File: src/hw/rtl/mpsd_pkg.sv
`timescale 1ns / 1ps

package mpsd_pkg;

    // Default geometry of the maze and of the path stack.
    localparam int GRID_DEF        = 8;
    localparam int STACK_DEPTH_DEF = 64;

    // A run never reports more path cells than this.
    localparam int MAX_RESULTS = 64;

    // Fixed field widths.
    localparam int ROW_W   = 8;
    localparam int POS_W   = 4;
    localparam int CFG_W   = 4;
    localparam int PADDR_W = 4;
    localparam int PDATA_W = 32;

    // Cell codes held in the map RAM.
    localparam logic [1:0] CELL_OPEN    = 2'd0;
    localparam logic [1:0] CELL_WALL    = 2'd1;
    localparam logic [1:0] CELL_VISITED = 2'd2;

    // Search directions, tried in this order.
    localparam logic [1:0] DIR_EAST  = 2'd0;
    localparam logic [1:0] DIR_SOUTH = 2'd1;
    localparam logic [1:0] DIR_WEST  = 2'd2;
    localparam logic [1:0] DIR_NORTH = 2'd3;

    // Register indexes on the configuration port.
    localparam logic [1:0] REG_START_X = 2'd0;
    localparam logic [1:0] REG_START_Y = 2'd1;
    localparam logic [1:0] REG_GOAL_X  = 2'd2;
    localparam logic [1:0] REG_GOAL_Y  = 2'd3;

    // Register reset values.
    localparam logic [CFG_W-1:0] START_X_RST = 4'd1;
    localparam logic [CFG_W-1:0] START_Y_RST = 4'd1;
    localparam logic [CFG_W-1:0] GOAL_X_RST  = 4'd8;
    localparam logic [CFG_W-1:0] GOAL_Y_RST  = 4'd8;

    // Start and goal coordinates handed to the search engine.
    typedef struct packed {
        logic [CFG_W-1:0] start_x;
        logic [CFG_W-1:0] start_y;
        logic [CFG_W-1:0] goal_x;
        logic [CFG_W-1:0] goal_y;
    } mpsd_cfg_t;

endpackage

File: src/hw/rtl/mpsd_ram.sv
`timescale 1ns / 1ps

// Simple dual-port RAM: one write port, one read port with registered data.
module mpsd_ram #(
    parameter int WIDTH = 8,
    parameter int DEPTH = 64
) (
    input  logic                     aclk,
    input  logic                     we,
    input  logic [$clog2(DEPTH)-1:0] waddr,
    input  logic [WIDTH-1:0]         wdata,
    input  logic [$clog2(DEPTH)-1:0] raddr,
    output logic [WIDTH-1:0]         rdata
);

    logic [WIDTH-1:0] mem_reg [DEPTH];
    logic [WIDTH-1:0] rdata_reg;

    // Write and read in the same clocked block; read data is registered.
    always_ff @(posedge aclk) begin
        if (we) begin
            mem_reg[waddr] <= wdata;
        end
        rdata_reg <= mem_reg[raddr];
    end

    assign rdata = rdata_reg;

endmodule

File: src/hw/rtl/mpsd_cfg.sv
`timescale 1ns / 1ps

// Start and goal registers behind the APB port.
module mpsd_cfg (
    input  logic                         aclk,
    input  logic                         aresetn,
    input  logic                         psel,
    input  logic                         penable,
    input  logic                         pwrite,
    input  logic [mpsd_pkg::PADDR_W-1:0] paddr,
    input  logic [mpsd_pkg::PDATA_W-1:0] pwdata,
    output logic [mpsd_pkg::PDATA_W-1:0] prdata,
    output logic                         pready,
    output mpsd_pkg::mpsd_cfg_t          cfg
);

    mpsd_pkg::mpsd_cfg_t               cfg_reg;
    mpsd_pkg::mpsd_cfg_t               cfg_next;
    logic                              wr_en;
    logic [1:0]                        reg_idx;
    logic [mpsd_pkg::CFG_W-1:0]        wr_val;
    logic [mpsd_pkg::CFG_W-1:0]        rd_val;

    assign pready  = 1'b1;
    assign wr_en   = psel && penable && pwrite;
    assign reg_idx = paddr[mpsd_pkg::PADDR_W-1:2];
    assign wr_val  = pwdata[mpsd_pkg::CFG_W-1:0];

    // Register update on the access cycle of a write.
    always_comb begin
        cfg_next = cfg_reg;
        if (wr_en) begin
            case (reg_idx)
                mpsd_pkg::REG_START_X: cfg_next.start_x = wr_val;
                mpsd_pkg::REG_START_Y: cfg_next.start_y = wr_val;
                mpsd_pkg::REG_GOAL_X:  cfg_next.goal_x  = wr_val;
                mpsd_pkg::REG_GOAL_Y:  cfg_next.goal_y  = wr_val;
                default: cfg_next = cfg_reg;
            endcase
        end
    end

    always_ff @(posedge aclk) begin
        if (!aresetn) begin
            cfg_reg.start_x <= mpsd_pkg::START_X_RST;
            cfg_reg.start_y <= mpsd_pkg::START_Y_RST;
            cfg_reg.goal_x  <= mpsd_pkg::GOAL_X_RST;
            cfg_reg.goal_y  <= mpsd_pkg::GOAL_Y_RST;
        end else begin
            cfg_reg <= cfg_next;
        end
    end

    // Read data follows the address.
    always_comb begin
        case (reg_idx)
            mpsd_pkg::REG_START_X: rd_val = cfg_reg.start_x;
            mpsd_pkg::REG_START_Y: rd_val = cfg_reg.start_y;
            mpsd_pkg::REG_GOAL_X:  rd_val = cfg_reg.goal_x;
            mpsd_pkg::REG_GOAL_Y:  rd_val = cfg_reg.goal_y;
            default:               rd_val = '0;
        endcase
    end

    assign prdata = mpsd_pkg::PDATA_W'(rd_val);
    assign cfg    = cfg_reg;

endmodule

File: src/hw/rtl/mpsd_ctrl.sv
`timescale 1ns / 1ps

// Row loader, depth-first search sequencer and path readout.
// The map RAM holds one maze row per word, two bits per cell. The stack RAM
// holds one entry per path cell: {row, column, direction last tried}.
module mpsd_ctrl #(
    parameter int GRID        = mpsd_pkg::GRID_DEF,
    parameter int STACK_DEPTH = mpsd_pkg::STACK_DEPTH_DEF
) (
    input  logic                         aclk,
    input  logic                         aresetn,
    input  mpsd_pkg::mpsd_cfg_t          cfg,
    input  logic                         s_valid,
    output logic                         s_ready,
    input  logic [mpsd_pkg::ROW_W-1:0]   s_row_bits,
    output logic                         m_valid,
    input  logic                         m_ready,
    output logic [mpsd_pkg::POS_W-1:0]   m_pos_x,
    output logic [mpsd_pkg::POS_W-1:0]   m_pos_y,
    output logic                         m_found,
    output logic                         m_last
);

    localparam int CW  = $clog2(GRID);
    localparam int PW  = ($clog2(GRID + 2) > mpsd_pkg::CFG_W) ?
                         $clog2(GRID + 2) : mpsd_pkg::CFG_W;
    localparam int LIM = (STACK_DEPTH < mpsd_pkg::MAX_RESULTS) ?
                         STACK_DEPTH : mpsd_pkg::MAX_RESULTS;
    localparam int CNW = $clog2(LIM + 1);
    localparam int SAW = $clog2(STACK_DEPTH);
    localparam int EW  = 2 * CW + 2;
    localparam int MW  = 2 * GRID;

    typedef enum logic [7:0] {
        S_IDLE     = 8'b0000_0001,
        S_PROBE    = 8'b0000_0010,
        S_CHECK    = 8'b0000_0100,
        S_POP_RD   = 8'b0000_1000,
        S_POP_CHK  = 8'b0001_0000,
        S_OUT_RD   = 8'b0010_0000,
        S_OUT_LOAD = 8'b0100_0000,
        S_OUT_HOLD = 8'b1000_0000
    } state_t;

    state_t                      state_reg, state_next;
    logic [CW-1:0]               rows_reg, rows_next;
    logic [PW-1:0]               px_reg, px_next;
    logic [PW-1:0]               py_reg, py_next;
    logic [CNW-1:0]              cnt_reg, cnt_next;
    logic [CNW-1:0]              k_reg, k_next;
    logic                        ov_reg, ov_next;
    logic [mpsd_pkg::POS_W-1:0]  ox_reg, ox_next;
    logic [mpsd_pkg::POS_W-1:0]  oy_reg, oy_next;
    logic                        of_reg, of_next;
    logic                        ol_reg, ol_next;

    logic                        map_we;
    logic [CW-1:0]               map_waddr;
    logic [MW-1:0]               map_wdata;
    logic [MW-1:0]               map_rdata;
    logic [MW-1:0]               row_mark;
    logic                        stk_we;
    logic [SAW-1:0]              stk_waddr;
    logic [EW-1:0]               stk_wdata;
    logic [SAW-1:0]              stk_raddr;
    logic [EW-1:0]               stk_rdata;

    logic                        probe_in;
    logic [CW-1:0]               xi;
    logic [CW-1:0]               yi;
    logic [1:0]                  cell_code;
    logic                        push;
    logic                        at_goal;
    logic                        stk_empty;
    logic [CNW-1:0]              cnt_m1;
    logic [1:0]                  e_dir;
    logic [CW-1:0]               e_x;
    logic [CW-1:0]               e_y;
    logic [1:0]                  nd;
    logic [PW-1:0]               ex1;
    logic [PW-1:0]               ey1;
    logic [PW-1:0]               nx;
    logic [PW-1:0]               ny;
    logic                        go_miss;

    // Expand one input row into map cell codes; columns past bit 7 are open.
    function automatic logic [MW-1:0] row_word(input logic [mpsd_pkg::ROW_W-1:0] row);
        logic [MW-1:0] w;
        w = '0;
        for (int j = 0; j < GRID; j++) begin
            if (j < mpsd_pkg::ROW_W && row[j[2:0]]) begin
                w[2*j +: 2] = mpsd_pkg::CELL_WALL;
            end else begin
                w[2*j +: 2] = mpsd_pkg::CELL_OPEN;
            end
        end
        return w;
    endfunction

    // Map RAM: GRID rows of GRID two-bit cells.
    mpsd_ram #(
        .WIDTH (MW),
        .DEPTH (GRID)
    ) u_map (
        .aclk  (aclk),
        .we    (map_we),
        .waddr (map_waddr),
        .wdata (map_wdata),
        .raddr (yi),
        .rdata (map_rdata)
    );

    // Stack RAM: one entry per cell on the current path.
    mpsd_ram #(
        .WIDTH (EW),
        .DEPTH (STACK_DEPTH)
    ) u_stack (
        .aclk  (aclk),
        .we    (stk_we),
        .waddr (stk_waddr),
        .wdata (stk_wdata),
        .raddr (stk_raddr),
        .rdata (stk_rdata)
    );

    // Probe decode. The map read issued in PROBE returns the probed row in CHECK.
    assign probe_in  = (px_reg >= PW'(1)) && (px_reg <= PW'(GRID)) &&
                       (py_reg >= PW'(1)) && (py_reg <= PW'(GRID));
    assign xi        = CW'(px_reg - PW'(1));
    assign yi        = CW'(py_reg - PW'(1));
    assign cell_code = map_rdata[{xi, 1'b0} +: 2];
    assign push      = (cell_code == mpsd_pkg::CELL_OPEN) && (cnt_reg < CNW'(LIM));
    assign at_goal   = (px_reg == PW'(cfg.goal_x)) && (py_reg == PW'(cfg.goal_y));
    assign stk_empty = (cnt_reg == '0);
    assign cnt_m1    = cnt_reg - CNW'(1);

    // Row with the probed cell marked visited, for the write-back.
    always_comb begin
        row_mark = map_rdata;
        row_mark[{xi, 1'b0} +: 2] = mpsd_pkg::CELL_VISITED;
    end

    // Stack entry decode and the next probe after a backtrack.
    assign e_dir = stk_rdata[1:0];
    assign e_x   = stk_rdata[CW+1:2];
    assign e_y   = stk_rdata[2*CW+1:CW+2];
    assign nd    = e_dir + 2'd1;
    assign ex1   = PW'(e_x) + PW'(1);
    assign ey1   = PW'(e_y) + PW'(1);

    always_comb begin
        case (nd)
            mpsd_pkg::DIR_SOUTH: begin
                nx = ex1;
                ny = ey1 + PW'(1);
            end
            mpsd_pkg::DIR_WEST: begin
                nx = ex1 - PW'(1);
                ny = ey1;
            end
            mpsd_pkg::DIR_NORTH: begin
                nx = ex1;
                ny = ey1 - PW'(1);
            end
            default: begin
                nx = ex1 + PW'(1);
                ny = ey1;
            end
        endcase
    end

    // Stack reads address the top entry, or the path cell being emitted.
    assign stk_raddr = (state_reg == S_OUT_RD) ? SAW'(k_reg) : SAW'(cnt_m1);

    // Sequencer.
    always_comb begin
        state_next = state_reg;
        rows_next  = rows_reg;
        px_next    = px_reg;
        py_next    = py_reg;
        cnt_next   = cnt_reg;
        k_next     = k_reg;
        ov_next    = ov_reg;
        ox_next    = ox_reg;
        oy_next    = oy_reg;
        of_next    = of_reg;
        ol_next    = ol_reg;
        map_we     = 1'b0;
        map_waddr  = rows_reg;
        map_wdata  = row_word(s_row_bits);
        stk_we     = 1'b0;
        stk_waddr  = SAW'(cnt_reg);
        stk_wdata  = {yi, xi, mpsd_pkg::DIR_EAST};
        go_miss    = 1'b0;

        case (state_reg)
            S_IDLE: begin
                if (s_valid) begin
                    map_we = 1'b1;
                    if (rows_reg == CW'(GRID - 1)) begin
                        rows_next  = '0;
                        px_next    = PW'(cfg.start_x);
                        py_next    = PW'(cfg.start_y);
                        cnt_next   = '0;
                        state_next = S_PROBE;
                    end else begin
                        rows_next = rows_reg + CW'(1);
                    end
                end
            end
            S_PROBE: begin
                if (probe_in) begin
                    state_next = S_CHECK;
                end else if (stk_empty) begin
                    go_miss = 1'b1;
                end else begin
                    state_next = S_POP_RD;
                end
            end
            S_CHECK: begin
                if (push) begin
                    // Mark the cell visited and push it with east as its first try.
                    map_we    = 1'b1;
                    map_waddr = yi;
                    map_wdata = row_mark;
                    stk_we    = 1'b1;
                    cnt_next  = cnt_reg + CNW'(1);
                    if (at_goal) begin
                        k_next     = '0;
                        state_next = S_OUT_RD;
                    end else begin
                        px_next    = px_reg + PW'(1);
                        state_next = S_PROBE;
                    end
                end else if (stk_empty) begin
                    go_miss = 1'b1;
                end else begin
                    state_next = S_POP_RD;
                end
            end
            S_POP_RD: begin
                state_next = S_POP_CHK;
            end
            S_POP_CHK: begin
                if (e_dir == mpsd_pkg::DIR_NORTH) begin
                    // Dead end: drop the entry. Its cell keeps the visited mark,
                    // which closes it to the search just as a wall mark would.
                    cnt_next = cnt_m1;
                    if (cnt_m1 == '0) begin
                        go_miss = 1'b1;
                    end else begin
                        state_next = S_POP_RD;
                    end
                end else begin
                    // Advance the top entry to its next direction and probe there.
                    stk_we     = 1'b1;
                    stk_waddr  = SAW'(cnt_m1);
                    stk_wdata  = {e_y, e_x, nd};
                    px_next    = nx;
                    py_next    = ny;
                    state_next = S_PROBE;
                end
            end
            S_OUT_RD: begin
                state_next = S_OUT_LOAD;
            end
            S_OUT_LOAD: begin
                ox_next    = mpsd_pkg::POS_W'({1'b0, e_x} + 1'b1);
                oy_next    = mpsd_pkg::POS_W'({1'b0, e_y} + 1'b1);
                of_next    = 1'b1;
                ol_next    = (k_reg == cnt_m1);
                ov_next    = 1'b1;
                state_next = S_OUT_HOLD;
            end
            S_OUT_HOLD: begin
                if (m_ready) begin
                    ov_next = 1'b0;
                    if (ol_reg) begin
                        state_next = S_IDLE;
                    end else begin
                        k_next     = k_reg + CNW'(1);
                        state_next = S_OUT_RD;
                    end
                end
            end
            default: begin
                state_next = S_IDLE;
            end
        endcase

        // No path: a single beat with all fields clear but last.
        if (go_miss) begin
            ox_next    = '0;
            oy_next    = '0;
            of_next    = 1'b0;
            ol_next    = 1'b1;
            ov_next    = 1'b1;
            state_next = S_OUT_HOLD;
        end
    end

    // Control registers.
    always_ff @(posedge aclk) begin
        if (!aresetn) begin
            state_reg <= S_IDLE;
            rows_reg  <= '0;
            px_reg    <= '0;
            py_reg    <= '0;
            cnt_reg   <= '0;
            k_reg     <= '0;
            ov_reg    <= 1'b0;
        end else begin
            state_reg <= state_next;
            rows_reg  <= rows_next;
            px_reg    <= px_next;
            py_reg    <= py_next;
            cnt_reg   <= cnt_next;
            k_reg     <= k_next;
            ov_reg    <= ov_next;
        end
    end

    // Output payload registers.
    always_ff @(posedge aclk) begin
        ox_reg <= ox_next;
        oy_reg <= oy_next;
        of_reg <= of_next;
        ol_reg <= ol_next;
    end

    assign s_ready = (state_reg == S_IDLE);
    assign m_valid = ov_reg;
    assign m_pos_x = ox_reg;
    assign m_pos_y = oy_reg;
    assign m_found = of_reg;
    assign m_last  = ol_reg;

    // The stack never holds more entries than a run may report.
    a_cnt_bound: assert property (@(posedge aclk) disable iff (!aresetn)
        cnt_reg <= CNW'(LIM))
        else $error("path stack count above its limit");

    // Rows are taken only while no result beat is pending.
    a_in_out_excl: assert property (@(posedge aclk) disable iff (!aresetn)
        !(s_ready && m_valid))
        else $error("input ready while a result is pending");

    // A map check only follows a probe inside the grid.
    a_check_inside: assert property (@(posedge aclk) disable iff (!aresetn)
        (state_reg == S_CHECK) |-> probe_in)
        else $error("map check on a probe outside the grid");

    // A push grows the stack by exactly one entry.
    a_push_count: assert property (@(posedge aclk) disable iff (!aresetn)
        (state_reg == S_CHECK && push) |=> (cnt_reg == $past(cnt_reg) + CNW'(1)))
        else $error("push did not advance the stack count");

    // The final beat returns the block to idle.
    a_last_idle: assert property (@(posedge aclk) disable iff (!aresetn)
        (m_valid && m_ready && m_last) |=> (state_reg == S_IDLE))
        else $error("block not idle after the final result beat");

endmodule

File: src/hw/rtl/maze_path_search_dfs.sv
// Row beats take one cycle each; the beat with the last maze row starts the search.
// Search: each cell probe runs PROBE then CHECK and each backtrack step runs POP_RD then
// POP_CHK, as the map and stack RAMs give registered read data; each result beat then
// runs OUT_RD, OUT_LOAD and OUT_HOLD, and waits in OUT_HOLD through any m_ready stall.
// Reset (aresetn low at a clock edge) clears control and sets start (1,1) and goal (8,8);
// RAMs are not cleared, since every search first rewrites the whole map.
`timescale 1ns / 1ps

module maze_path_search_dfs #(
    parameter int GRID        = mpsd_pkg::GRID_DEF,
    parameter int STACK_DEPTH = mpsd_pkg::STACK_DEPTH_DEF
) (
    input  logic                         aclk,
    input  logic                         aresetn,
    input  logic                         psel,
    input  logic                         penable,
    input  logic                         pwrite,
    input  logic [mpsd_pkg::PADDR_W-1:0] paddr,
    input  logic [mpsd_pkg::PDATA_W-1:0] pwdata,
    output logic [mpsd_pkg::PDATA_W-1:0] prdata,
    output logic                         pready,
    input  logic                         s_valid,
    output logic                         s_ready,
    input  logic [mpsd_pkg::ROW_W-1:0]   s_row_bits,
    output logic                         m_valid,
    input  logic                         m_ready,
    output logic [mpsd_pkg::POS_W-1:0]   m_pos_x,
    output logic [mpsd_pkg::POS_W-1:0]   m_pos_y,
    output logic                         m_found,
    output logic                         m_last
);

    mpsd_pkg::mpsd_cfg_t cfg;

    // Start and goal registers.
    mpsd_cfg u_cfg (
        .aclk    (aclk),
        .aresetn (aresetn),
        .psel    (psel),
        .penable (penable),
        .pwrite  (pwrite),
        .paddr   (paddr),
        .pwdata  (pwdata),
        .prdata  (prdata),
        .pready  (pready),
        .cfg     (cfg)
    );

    // Maze load, search and path readout.
    mpsd_ctrl #(
        .GRID        (GRID),
        .STACK_DEPTH (STACK_DEPTH)
    ) u_ctrl (
        .aclk       (aclk),
        .aresetn    (aresetn),
        .cfg        (cfg),
        .s_valid    (s_valid),
        .s_ready    (s_ready),
        .s_row_bits (s_row_bits),
        .m_valid    (m_valid),
        .m_ready    (m_ready),
        .m_pos_x    (m_pos_x),
        .m_pos_y    (m_pos_y),
        .m_found    (m_found),
        .m_last     (m_last)
    );

endmodule
File: config.mk
export PLATFORM = sky130hd
export DESIGN_NAME = maze_path_search_dfs
export DESIGN_NICKNAME = d
export VERILOG_FILES = /design/src/hw/rtl/mpsd_pkg.sv /design/src/hw/rtl/mpsd_ram.sv /design/src/hw/rtl/mpsd_cfg.sv /design/src/hw/rtl/mpsd_ctrl.sv /design/src/hw/rtl/maze_path_search_dfs.sv
export SDC_FILE = /design/constraint.sdc
export NUM_CORES = 1
export LEC_CHECK = 0
export BUFFER_PORTS_ARGS = -buffer_cell sky130_fd_sc_hd__buf_2
export CORE_ASPECT_RATIO = 0.75
export CORE_MARGIN = 3
export CORE_UTILIZATION = 25
export DETAILED_ROUTE_END_ITERATION = 16
export GPL_TIMING_DRIVEN = 0
export PLACE_DENSITY = 0.38
export SLEW_MARGIN = 15
export SYNTH_ARGS = -nofsm -noshare
export SYNTH_HDL_FRONTEND = slang
export SYNTH_SLANG_ARGS = --single-unit
File: constraint.sdc
create_clock -name aclk -period 10.3 [get_ports aclk]
set_input_delay 3.09 -clock aclk [delete_from_list [all_inputs] [get_ports aclk]]
set_output_delay 3.09 -clock aclk [all_outputs]
set_load 0.02 [all_outputs]
### Yosys cells after proc, flatten, opt, wreduce, memory -nomap -nowiden

Memories as Yosys holds them, arrays and structs flattened. A register that Yosys moved wholly into a read port is not among the register bits.
Index checks and enable logic that the tools add are counted.

| word-level totals | value |
|---|---|
| register bits | 60 |
| logic and storage cells | 176 |
| memories kept | 2 |
| output and inout bits | 45 |
| input port bits | 51 |
| memory bits (writable) | 640 |

Memory list:

| memory | words | bits a word | rd ports | clocked after memory_dff | wr ports | line | RTL |
|---|---|---|---|---|---|---|---|
| u_ctrl.u_stack.mem_reg | 64 | 8 | 1 | 1 | 1 | mpsd_ram.sv:16 | `logic [WIDTH-1:0] mem_reg [DEPTH];` |
| u_ctrl.u_map.mem_reg | 8 | 16 | 1 | 1 | 1 | mpsd_ram.sv:16 |  |

| cells by class | value |
|---|---|
| add/subtract/negate cells | 15 |
| bitwise gates (word level) | 1 |
| magnitude comparators | 5 |
| muxes and demuxes | 72 |
| equality and inequality tests | 33 |
| shift operators | 3 |
| reductions and logical operators | 29 |

Operator list:

| operator | count |
|---|---|
| 8-bit 2-to-1 mux | 11 |
| 8-bit one-hot mux with 8 select lines | 1 |
| 7-bit 2-to-1 mux | 8 |
| 16-bit 2-to-1 mux | 2 |
| 4-bit 2-to-1 mux | 8 |
| 6-bit 2-to-1 mux | 5 |
| 4-bit one-hot mux with 2 select lines | 3 |
| 1-bit 2-to-1 mux | 22 |
| 7-bit one-hot mux with 3 select lines | 1 |
| 16-bit bitwise mux | 1 |
| 4-bit one-hot mux with 4 select lines | 1 |
| 2-bit by 6-bit variable shift with 16-bit output (first input constant) | 1 |
| 16-bit by 5-bit variable part select with 2-bit output | 1 |
| 2-bit by 6-bit variable part select with 16-bit output (first input constant) | 1 |
| 7-bit by 1-bit adder with 7-bit output (second input constant) | 2 |
| 7-bit zero test | 2 |
| 7-bit one-hot mux with 2 select lines | 1 |
| 4-bit by 1-bit adder with 4-bit output (second input constant) | 3 |
| 4-bit one-hot mux with 3 select lines | 1 |
| 2-bit AND reduction | 6 |
| 4-bit AND reduction | 3 |
| 2-bit == test (second input constant) | 5 |
| 2-bit inequality test (second input constant) | 5 |
| 5-bit AND reduction | 2 |
| 37 further kinds | 62 |

### Longest topological paths before layout

| depth | value |
|---|---|
| word-level depth | 8 |
| depth in mapped cells | 14 |
| mapped depth without buffers | 10 |

### Hierarchy

From an unflattened synthesis, not the netlist that was laid out.

| second synthesis, totals | value |
|---|---|
| cells, all modules | 1771 |
| area, all modules | 30322.8 um^2 |

By module, submodules not included:

| module | seq. area each (um^2) | cells each | area each (um^2) | instances |
|---|---|---|---|---|
| mpsd_ram at u_ctrl.u_stack | 15534.9 | 940 | 20166.8 | 1 |
| mpsd_ram at u_ctrl.u_map | 4164.0 | 214 | 5293.8 | 1 |
| mpsd_ctrl | 880.8 | 518 | 3871.2 | 1 |
| mpsd_cfg | 320.3 | 99 | 991.0 | 1 |

### Worst setup path before layout

No wires, ideal clock.

| timing | value |
|---|---|
| kind | input to output |
| start point | input port paddr[2] in the netlist's numbering |
| end point | output port prdata[0] in the netlist's numbering |
| path slack | 3.185 ns |
| path buffers | 1 |
| data arrival time | 4.025 ns |
| stages on the path | 2 |
| cells stage by stage | clkbuf_1 > mux4_2 |

| between the ends | value |
|---|---|
| longest elaborated chain between the ends | 2 |

RTL lines:

| element | line | RTL |
|---|---|---|
| start: declaration | maze_path_search_dfs.sv:18 | `input logic [mpsd_pkg::PADDR_W-1:0] paddr,` |
| 2-bit == test (tied with other cells) | mpsd_cfg.sv:56 | `case (reg_idx)` |
| 4-bit one-hot mux with 4 select lines * | mpsd_cfg.sv:56 |  |
| end: declaration | maze_path_search_dfs.sv:20 | `output logic [mpsd_pkg::PDATA_W-1:0] prdata,` |

Mark *: on every way between the ends. The rest lies on a longest branch, timed or not.

### Worst setup path in the final report

| timing | value |
|---|---|
| start point | input port paddr[2] in the netlist's numbering |
| end point | output port prdata[1] in the netlist's numbering |

Same word-level chain as after synthesis.

==> results.cfg <==
[synthesis]
yosysUniqueCellTypes = 74
ys_warn_count = 0
netlist_instances = 2022
syn_area_per_cell_um2 = 14.9
yosysTopAreaCell = edfxtp_1
synth_area_mm2 = 0.0302
ys.flop_type = edfxtp_1
yosysTopAreaCellShare_pct = 63.6
synth_edf_count = 640
synthTopCellsByArea = edfxtp_1 (64%), mux4_2 (7.2%), dfxtp_1 (5.6%)
synth_seq_cells = 724
yosysSeqAreaShare_pct = 69.2
async_flop_share_pct = 0

[cts]
cts_resized = 0
cts_hold_buffers = 0
cts.sinks = 724
cts_setup_buffers = 0
clock_path_buffers = 3
htreeDepth = 3
numCtsBuffers = 77
cts_root_buf = clkbuf_16
cts_tree = built
path_clk_slew_ps = 60
clock_latency_ps = 670

[power]
peakVddDrop_mv = 0.112
power.internal_mw = 5.33
p_switching_mw = 2.02
switching_share_pct = 27.5
finalPower_mw = 7.35
comb_power_share_pct = 15.5
power_frac_seq_pct = 46.4
power.leakage_nw = 11.8
p_per_area_mw_per_mm2 = 207
p_clk_share_pct = 38.1

[route]
drcViolationCount = 0
wl_mm = 93.9
drtIter0Drc = 1548
viasPerCell = 4.70
wl_per_cell_um = 24.4
dr.pass1.iters = 5
vias = 18100
ant_nets = 0

[place]
routabilityCongestion = 0.830
dp_slack_ps = 2980
io_buffers = 34
dpl.hpwl_mm = 66.5

[sta]
max_slew_margin_pct = 14.9
fmax_mhz = 137
skew_ps = 31.1
maxSlewViolCount = 0
setup_violations = 0
worst_pin_slew_ps = 1260
finalCriticalPeriod_ps = 7300
hold_viol = 0
hold-worst-slack_ps = 462
fin_ws_ps = 3000
post-route-period-util_pct = 70.9
rsz0062_at_grt = no
tns_ps = 0

[grt]
antenna_found_initial = 1
grt_remaining_overflow = 0
grt_pass1_vias = 18300
grt_start_max_net_pins = 64
grt.total_usage_pct = 14.8
grt_pass1_wl_mm = 134

[cells_and_area]
diodes = 0
nNetsFinal = 2255
largest_reg_flops = 512
drive_above_1_share_pct = 15.7
utilization_pct = 29.9
syn2layout_area_growth_pct = 17.7
final_common_cell = edfxtp_1
final_cell_mix = edfxtp_1 (640), nand2_1 (236), nor2_1 (168)

[die]
fp.coreArea_mm2 = 0.119
start_util_pct = 25.4
ios = 96
rows = 109
die_height_um = 307
die_w_um = 407
dieArea_mm2 = 0.125

[worst_setup_path]
required_ps = 7210
cp.arrival_ps = 4210
worst_setup_path_start_kind = primary input
worstPathMaxFanout = 8
setup.worst_path.end_class = primary output
worstSetupPathType = primary input to primary output

[job]
drv_cap = 0

[run_status]
status = complete, no violations

[min_path]
hold_path_class = register to register
metal layers:
metal / vias to the layer above / routed length [um] / global-route usage, %
li1: 8079 / - / -
met1: 9439 / 48300 / 22.8
met2: 451 / 38700 / 21.0
met3: 114 / 5110 / 3.29
met4: 0 / 1700 / 3.53
met5: - / 0 / 0
cell families after synthesis:
| group | Yosys count | synth area share (%) |
|---|---|---|
| AO/OA/AOI/OAI | 293 | 6.70 |
| buffers and inverters | 156 | 2.75 |
| other | 2 | 0.0249 |
| AND/OR/NAND/NOR | 592 | 8.78 |
| adder cells (fa/ha/maj) | 25 | 1.04 |
| flip-flops | 724 | 69.2 |
| XOR/XNOR | 46 | 1.33 |
| multiplexers | 184 | 10.2 |
critical path, stage by stage:
cell and delay, ps:
clkbuf_1 370, mux4_2 580, buf_2 180
through the flow:
step | instances | area (um2)
after CTS | 3845 | 35600
after floorplan | 2049 | 30300
final | 3845 | 35600
after detailed placement | 3709 | 33100
after global routing | 3845 | 35600
after global placement | 3692 | 32500
Yosys cell counts (all sizes together), types with 8 or more instances:
library cell / instances
a31oi: 8
inv: 16
nor4: 12
ha: 25
xnor2: 20
a221oi: 10
and3: 34
xor2: 26
edfxtp: 640
dfxtp: 84
mux4: 98
o21ai: 38
buf: 72
mux2i: 85
and2: 8
a311o: 12
nor2: 180
a211oi: 43
o22ai: 21
nand2: 237
clkbuf: 67
a32o: 13
nand3: 39
a22oi: 18
nor3: 29
a211o: 15
a21oi: 72
power by group through the flow:
stage	combinational [mW]	clock, mW	sequential [mW]
5_1_grt	1.23	3.00	3.42
6_report	1.14	2.80	3.41
4_1_cts	1.14	2.88	3.41
3_5_place_dp	1.14	0	3.47
3_3_place_gp	1.04	0	3.51
2_1_floorplan	0.616	0	3.47
cell type report:
cell class / count / area, um2
inverter: 17 / 63.8
sequential: 724 / 20900
timing repair buffer: 51 / 571
tap: 1609 / 2010
clock buffer: 99 / 2070
multi-input combinational: 1169 / 8740
clock inverter: 37 / 435
buffer: 139 / 768
fill: 12000 / 83400
final timing paths:
path	start	end	slack, ps	depth (start not counted)
worst max register to register	u_ctrl.px_reg[0]	u_ctrl.u_stack.mem_reg[12][2]	4280	11
worst min-delay path	u_ctrl.m_pos_y[1]	u_ctrl.m_pos_y[1]	460	2
worst max-delay path	paddr[2]	prdata[1]	3000	3
worst min register to register	u_ctrl.m_pos_y[1]	u_ctrl.m_pos_y[1]	460	2
(Power assumes the default switching activity.)
